$ cat config.mk
export PLATFORM = sky130hd
export DESIGN_NAME = animal_tag_serial_frame_parser_top
export DESIGN_NICKNAME = d
export VERILOG_FILES = /design/src/rtl/atsfp_pkg.sv /design/src/rtl/atsfp_frame.sv /design/src/rtl/animal_tag_serial_frame_parser_top.sv
export SDC_FILE = /design/constraint.sdc
export NUM_CORES = 1
export LEC_CHECK = 0
export BUFFER_PORTS_ARGS = -buffer_cell sky130_fd_sc_hd__buf_2
export CAP_MARGIN = 20
export CORE_MARGIN = 2
export CORE_UTILIZATION = 40
export CTS_BUF_LIST = sky130_fd_sc_hd__clkbuf_4 sky130_fd_sc_hd__clkbuf_8 sky130_fd_sc_hd__clkbuf_16
export DETAILED_ROUTE_END_ITERATION = 10
export PLACE_DENSITY = 0.71
export SYNTH_ARGS = -nofsm -noshare
export SYNTH_HDL_FRONTEND = slang
export SYNTH_SLANG_ARGS = --single-unit
export TNS_END_PERCENT = 10
$ cat constraint.sdc
create_clock -name i_clk -period 6.5 [get_ports i_clk]
set_input_delay 1.3 -clock i_clk [delete_from_list [all_inputs] [get_ports i_clk]]
set_output_delay 1.3 -clock i_clk [all_outputs]
set_load 0.01 [all_outputs]
$ cat src/rtl/atsfp_pkg.sv
// ----------------------------------------------------------------------------
// atsfp_pkg
// Shared types, constants and helpers for the animal tag frame parser.
// ----------------------------------------------------------------------------
package atsfp_pkg;

    localparam logic [7:0] START_BYTE = 8'h02;
    localparam logic [7:0] END_OK     = 8'h07;
    localparam logic [7:0] END_ALT    = 8'h03;

    localparam int TAG_W     = 40;
    localparam int COUNTRY_W = 16;
    localparam int ANIMAL_W  = 4;
    localparam int STATUS_W  = 3;
    localparam int POS_W     = 5;
    localparam int M_TDATA_W = 64;

    localparam logic [POS_W-1:0] POS_TAG_LO     = 5'd1;
    localparam logic [POS_W-1:0] POS_TAG_HI     = 5'd10;
    localparam logic [POS_W-1:0] POS_COUNTRY_LO = 5'd11;
    localparam logic [POS_W-1:0] POS_COUNTRY_HI = 5'd14;
    localparam logic [POS_W-1:0] POS_ANIMAL     = 5'd16;
    localparam logic [POS_W-1:0] POS_XOR_HI     = 5'd26;
    localparam logic [POS_W-1:0] POS_CHECK      = 5'd27;
    localparam logic [POS_W-1:0] POS_INV_CHECK  = 5'd28;
    localparam logic [POS_W-1:0] POS_LAST       = 5'd29;

    localparam logic OP_BYTE    = 1'b0;
    localparam logic OP_TIMEOUT = 1'b1;

    localparam logic [STATUS_W-1:0] ST_OK       = 3'd0;
    localparam logic [STATUS_W-1:0] ST_CSUM_BAD = 3'd1;
    localparam logic [STATUS_W-1:0] ST_INV_BAD  = 3'd2;
    localparam logic [STATUS_W-1:0] ST_END_ALT  = 3'd3;
    localparam logic [STATUS_W-1:0] ST_END_FDX  = 3'd4;
    localparam logic [STATUS_W-1:0] ST_SHORT    = 3'd5;

    typedef struct packed {
        logic [STATUS_W-1:0]  status;
        logic [TAG_W-1:0]     tag_id;
        logic [COUNTRY_W-1:0] country_id;
        logic [ANIMAL_W-1:0]  animal_flag;
    } t_result;

    function automatic logic [3:0] hex_digit(input logic [7:0] c);
        logic [3:0] d;
        d = 4'd0;
        if (c >= 8'h30 && c <= 8'h39) begin
            d = c[3:0];
        end else if ((c >= 8'h61 && c <= 8'h66) || (c >= 8'h41 && c <= 8'h46)) begin
            d = c[3:0] + 4'd9;
        end
        return d;
    endfunction

endpackage

$ cat src/rtl/atsfp_frame.sv
// ----------------------------------------------------------------------------
// atsfp_frame
// Frame state and accumulators; flags a result when a frame ends or aborts.
// ----------------------------------------------------------------------------
module atsfp_frame (
    input  logic                i_clk,
    input  logic                i_rst_n,
    input  logic                i_en,
    input  logic                i_op,
    input  logic [7:0]          i_byte,
    output logic                o_res_valid,
    output atsfp_pkg::t_result  o_res
);
    import atsfp_pkg::*;

    logic                 r_in_frame,    n_in_frame;
    logic [POS_W-1:0]     r_pos,         n_pos;
    logic [7:0]           r_xor,         n_xor;
    logic                 r_csum_ok,     n_csum_ok;
    logic                 r_inv_ok,      n_inv_ok;
    logic [TAG_W-1:0]     r_tag,         n_tag;
    logic [COUNTRY_W-1:0] r_country,     n_country;
    logic [ANIMAL_W-1:0]  r_animal,      n_animal;

    logic [3:0] digit;
    logic       done;

    always_comb begin
        digit       = hex_digit(i_byte);
        n_in_frame  = r_in_frame;
        n_pos       = r_pos;
        n_xor       = r_xor;
        n_csum_ok   = r_csum_ok;
        n_inv_ok    = r_inv_ok;
        n_tag       = r_tag;
        n_country   = r_country;
        n_animal    = r_animal;
        done        = 1'b0;
        o_res_valid = 1'b0;
        o_res       = '0;

        if (i_op == OP_TIMEOUT) begin
            if (r_in_frame) begin
                o_res_valid = 1'b1;
                o_res.status = ST_SHORT;
                done = 1'b1;
            end
        end else if (!r_in_frame) begin
            if (i_byte == START_BYTE) begin
                n_in_frame = 1'b1;
                n_pos      = POS_TAG_LO;
            end
        end else begin
            // digits arrive least significant first: shift in at the top
            if (r_pos >= POS_TAG_LO && r_pos <= POS_TAG_HI) begin
                n_tag = {digit, r_tag[TAG_W-1:4]};
            end else if (r_pos >= POS_COUNTRY_LO && r_pos <= POS_COUNTRY_HI) begin
                n_country = {digit, r_country[COUNTRY_W-1:4]};
            end else if (r_pos == POS_ANIMAL) begin
                n_animal = digit;
            end

            if (r_pos <= POS_XOR_HI) begin
                n_xor = r_xor ^ i_byte;
            end else if (r_pos == POS_CHECK) begin
                n_csum_ok = (i_byte == r_xor);
            end else if (r_pos == POS_INV_CHECK) begin
                n_inv_ok = (i_byte == ~r_xor);
            end

            if (r_pos < POS_LAST) begin
                n_pos = r_pos + 1'b1;
            end else begin
                o_res_valid = 1'b1;
                done        = 1'b1;
                if (!r_csum_ok) begin
                    o_res.status = ST_CSUM_BAD;
                end else if (!r_inv_ok) begin
                    o_res.status = ST_INV_BAD;
                end else if (i_byte == END_ALT) begin
                    o_res.status = ST_END_ALT;
                end else if (i_byte != END_OK) begin
                    o_res.status = ST_END_FDX;
                end else begin
                    o_res.status      = ST_OK;
                    o_res.tag_id      = r_tag;
                    o_res.country_id  = r_country;
                    o_res.animal_flag = r_animal;
                end
            end
        end

        if (done) begin
            n_in_frame = 1'b0;
            n_pos      = '0;
            n_xor      = '0;
            n_csum_ok  = 1'b0;
            n_inv_ok   = 1'b0;
            n_tag      = '0;
            n_country  = '0;
            n_animal   = '0;
        end
    end

    always_ff @(posedge i_clk) begin
        if (!i_rst_n) begin
            r_in_frame <= 1'b0;
            r_pos      <= '0;
            r_xor      <= '0;
            r_csum_ok  <= 1'b0;
            r_inv_ok   <= 1'b0;
            r_tag      <= '0;
            r_country  <= '0;
            r_animal   <= '0;
        end else if (i_en) begin
            r_in_frame <= n_in_frame;
            r_pos      <= n_pos;
            r_xor      <= n_xor;
            r_csum_ok  <= n_csum_ok;
            r_inv_ok   <= n_inv_ok;
            r_tag      <= n_tag;
            r_country  <= n_country;
            r_animal   <= n_animal;
        end
    end

endmodule

$ cat src/rtl/animal_tag_serial_frame_parser_top.sv
// ----------------------------------------------------------------------------
// animal_tag_serial_frame_parser_top
// Parses 30-byte ASCII animal tag reader frames, one received byte per item.
// ----------------------------------------------------------------------------
// Takes one item per clock cycle unless the result side stalls. Each item
// passes an input register and is then handled by the frame logic, whose
// result lands in an output register; a result follows the byte that ends
// its frame (byte 29) or a timeout that aborts a partial frame. Bytes before
// a start byte and timeouts outside a frame give no result. Backpressure on
// the result side holds the input register, and input acceptance stops only
// while a result waits and the input register is full.
module animal_tag_serial_frame_parser_top (
    input  logic                                 i_clk,
    input  logic                                 i_rst_n,
    input  logic                                 i_s_tvalid,
    output logic                                 o_s_tready,
    input  logic [7:0]                           i_s_tdata,  // [7:0] data_byte
    input  logic                                 i_s_tuser,  // [0] op
    output logic                                 o_m_tvalid,
    input  logic                                 i_m_tready,
    // [39:0] tag_id, [55:40] country_id, [59:56] animal_flag, [63:60] zero
    output logic [atsfp_pkg::M_TDATA_W-1:0]      o_m_tdata,
    output logic [atsfp_pkg::STATUS_W-1:0]       o_m_tuser   // [2:0] status
);
    import atsfp_pkg::*;

    logic       r_in_valid;
    logic       r_in_op;
    logic [7:0] r_in_byte;
    logic       advance;
    logic       res_valid;
    t_result    res;
    t_result    r_res;
    logic       r_out_valid;

    assign advance    = r_in_valid && (!r_out_valid || i_m_tready);
    assign o_s_tready = !r_in_valid || advance;

    always_ff @(posedge i_clk) begin
        if (!i_rst_n) begin
            r_in_valid <= 1'b0;
        end else if (o_s_tready) begin
            r_in_valid <= i_s_tvalid;
        end
    end

    always_ff @(posedge i_clk) begin
        if (o_s_tready && i_s_tvalid) begin
            r_in_op   <= i_s_tuser;
            r_in_byte <= i_s_tdata;
        end
    end

    atsfp_frame u_frame (
        .i_clk       (i_clk),
        .i_rst_n     (i_rst_n),
        .i_en        (advance),
        .i_op        (r_in_op),
        .i_byte      (r_in_byte),
        .o_res_valid (res_valid),
        .o_res       (res)
    );

    always_ff @(posedge i_clk) begin
        if (!i_rst_n) begin
            r_out_valid <= 1'b0;
        end else if (!r_out_valid || i_m_tready) begin
            r_out_valid <= advance && res_valid;
        end
    end

    always_ff @(posedge i_clk) begin
        if (advance && res_valid) begin
            r_res <= res;
        end
    end

    assign o_m_tvalid = r_out_valid;
    assign o_m_tuser  = r_res.status;
    assign o_m_tdata  = {{(M_TDATA_W - TAG_W - COUNTRY_W - ANIMAL_W){1'b0}},
                         r_res.animal_flag, r_res.country_id, r_res.tag_id};

endmodule

==> out/results.txt <==
Initial antenna violation count: 0
Total power: 2.02 mW
Routed wl met3: 571 um
Fmax: 0.316 GHz
Maximum root-to-sink buffer count: 2
CTS Buf Count: 17
Antenna diode count: 0
Area Growth Syn to Fin: 17.0%
Final setup viols: 0
Core area: 15000 um2
Slew margin rel.: 35.3%
Initial Utilization: 40.5%
Sink Count: 150
Crit. End Element: flip-flop
Root Buffer: clkbuf_16
Measured slew at the worst slew-check pin: 0.969 ns
Critical Path Start Type: input port
Switching share of power: 20.2%
Clk_lat worst skew: 0.42 ns
Top sig layer: met4
Met2 wire length: 5.60 mm
Post-synth top flop: dfxtp_1
Synth cell types: 54
Setup CP Type: input port to flip-flop
Buf/Inv on CP: 3
TNS Setup: 0 ns
Mapped Cells: 503
Status: finished clean
Hold_buf cts: 0
Layout cell share with drive strength beyond 1: 21.7%
Final hold viol count: 0
DIE AREA: 16200 um2
Storage element area: 3720 um2
Clock group share of total power: 48.7%
H-tree levels: 4
Share of power burned in registers: 49.5%
Fillers: 1351
CTS tree: done
Hpwl dp: 7.80 mm
Post-synthesis cell area: 6080 um2
Crit path max-delay family: simple AND/OR/NAND/NOR gates
Port-buffer cells: 77
Min-Delay Path Class: flip-flop to flip-flop
Max incr delay on CP: 0.62 ns
DRC viols: 0
Die width: 127 um
Vias in the first global route: 3913
Final nets: 593
Synthesis-stage register bit count: 150
Internal: 1.61 mW
Drt via density: 5.18
Gate power share: 1.8%
RSZ-0062 raised after global routing: no
Fin crit share: 48.8%
Req. time, crit path: 6.54 ns
Drt initial violations: 358
Maximum vdd ir drop: 0.000137 V
Minimum clock period: 3.17 ns
Routed Antenna Nets: 0
Fin. max-slew vios: 0
WP data arrival: 3.21 ns
Routability Congestion: 0.862
Cell area power density: 284 nW/um2
Multi-input gate area: 2120 um2
Reg clk slew, reported paths: 0.06 ns
Max_cap viols: 0
Leakage: 3.01 nW
FP Rows: 45
Via count: 4008
Pre-antenna DRT Iters: 4
Overall Global Routing Usage: 14.9%
Setup repair bufs after CTS: 0
Number of synthesized flops with an enable pin: 72
P_sw: 0.407 mW
Pin count of the biggest net entering global routing: 64
Asr flop ratio synth: 0%
CP max-delay cell: buf_4
CP Max Fanout: 63
Register area share after synthesis: 61.2%
Global route total overflow: 0
Reg-to-reg slack, setup: 3.85 ns
WL met1: 5.44 mm
YS warnings: 0
Final wirelength: 11.8 mm
Post-CTS resize count: 0
CP Cell Sequence: buf_2, nand2b_1, and3_1, nand2_1, inv_2, buf_4
DIE HEIGHT: 127 um
First-pass GRT wire length: 19.1 mm
Wire length per cell: 15.2 um
Syn Area/Cell: 12.1 um2
Clk_skew: 0.00851 ns
Hold_ws: 0.463 ns
I/O pin total: 82
[cell usage in the layout (no fill, tap or decap), types with 6 or more instances in the layout]
master | netlist | routed
nand3_1 | 25 | 25
o21ai_0 | 7 | 7
clkbuf_16 | 0 | 17
a21oi_1 | 19 | 19
nor2_1 | 6 | 6
nor3_1 | 6 | 6
edfxtp_1 | 72 | 72
ha_1 | 8 | 8
mux2i_1 | 16 | 16
and2_1 | 63 | 63
dfxtp_1 | 78 | 78
buf_2 | 4 | 77
inv_1 | 9 | 8
a22o_1 | 44 | 44
nand3b_1 | 8 | 8
nand2_1 | 48 | 48
[Yosys cell counts (5+ instances only)]
cell       n  area (um2)
clkbuf_1   8        30.0
mux2i_1   16         160
buf_4      5        37.5
nand3b_1   8        60.1
o21ai_0    7        35.0
nor3_1     6        30.0
a21oi_1   19        95.1
dfxtp_1   78        1560
nand2_1   48         180
clkbuf_2   6        30.0
buf_6      9         101
ha_1       8         100
a22o_1    44         385
edfxtp_1  72        2160
inv_1      9        33.8
nand3_1   25         125
nor2_1     6        22.5
and2_1    63         394
[per-stage QoR]
stage | utilization [%] | instances | worst slack, ns | instance area (um2)
after global routing | 47.3 | 773 | 3.17 | 7120
after detailed placement | 43.4 | 741 | 2.96 | 6520
after global placement | 43.4 | 741 | 3.05 | 6520
after floorplan | - | 506 | 2.59 | 6100
final | 47.3 | 773 | 3.33 | 7120
after CTS | 47.3 | 773 | 3.38 | 7120
[cells by family (layout without fill, tap and decap cells)]
family | count (synthesis) | after routing | share of synthesized area [%]
and+or+nand+nor | 182 | 182 | 16.7
DFF | 150 | 150 | 61.2
AOI/OAI and AO/OA | 94 | 94 | 12.2
buffers and inverters | 43 | 122 | 4.28
muxes | 17 | 17 | 2.82
adders and majority gates | 8 | 8 | 1.65
xor gates and xnor gates | 8 | 8 | 1.15
other | 1 | 4 | 0.0616
[power groups by stage]
| stage | combinational (mW) | clock (mW) | sequential, mW |
|---|---|---|---|
| finish | 0.0373 | 0.982 | 0.999 |
| CTS | 0.0372 | 0.999 | 0.999 |
| global route | 0.0417 | 1.04 | 0.999 |
| floorplan | 0.0349 | 0 | 1.01 |
| detailed placement | 0.0372 | 0 | 1.02 |
| global placement | 0.0351 | 0 | 1.02 |
[per-layer routing]
metal	vias to the layer above	GRT usage, %
li1	1948	-
met1	1935	19.3
met2	109	24.1
met4	0	6.14
met5	-	0
met3	16	3.60
[sequential cells by signal, indices dropped and copies added, names as in the netlist]
signal	flops
u_frame.r_tag	40
r_in_byte	8
r_in_valid	1
u_frame.r_country	16
o_m_tvalid	1
u_frame.r_csum_ok	1
o_m_tuser	3
u_frame.r_animal	4
o_m_tdata	60
u_frame.r_pos	5
u_frame.r_xor	8
u_frame.r_in_frame	1
r_in_op	1
u_frame.r_inv_ok	1
[final timing paths]
check | from | depth (start not counted) | end
worst max-delay path | i_m_tready | 6 | o_m_tdata[48]
worst min-delay path | u_frame.r_country[3] | 2 | u_frame.r_country[3]
worst max register to register | u_frame.r_in_frame | 4 | o_m_tdata[48]
worst min register to register | u_frame.r_country[3] | 2 | u_frame.r_country[3]
[area by class of cell]
cell class	count	area share (%)
well taps	188	3.31
multi-input cells	313	29.7
clock inverters	13	2.18
clock buffers	19	6.19
flip-flops and latches	150	52.3
inverters	10	0.527
repair buffers	80	5.73
[worst register-to-register path, delay by kind of cell (launching register included)]
family | cells | cell delay (ns)
AND/OR/NAND/NOR | 2 | 0.93
buffers and inverters | 2 | 0.72
flip-flops | 1 | 0.54
No activity file was read; power rests on OpenSTA's default activity.
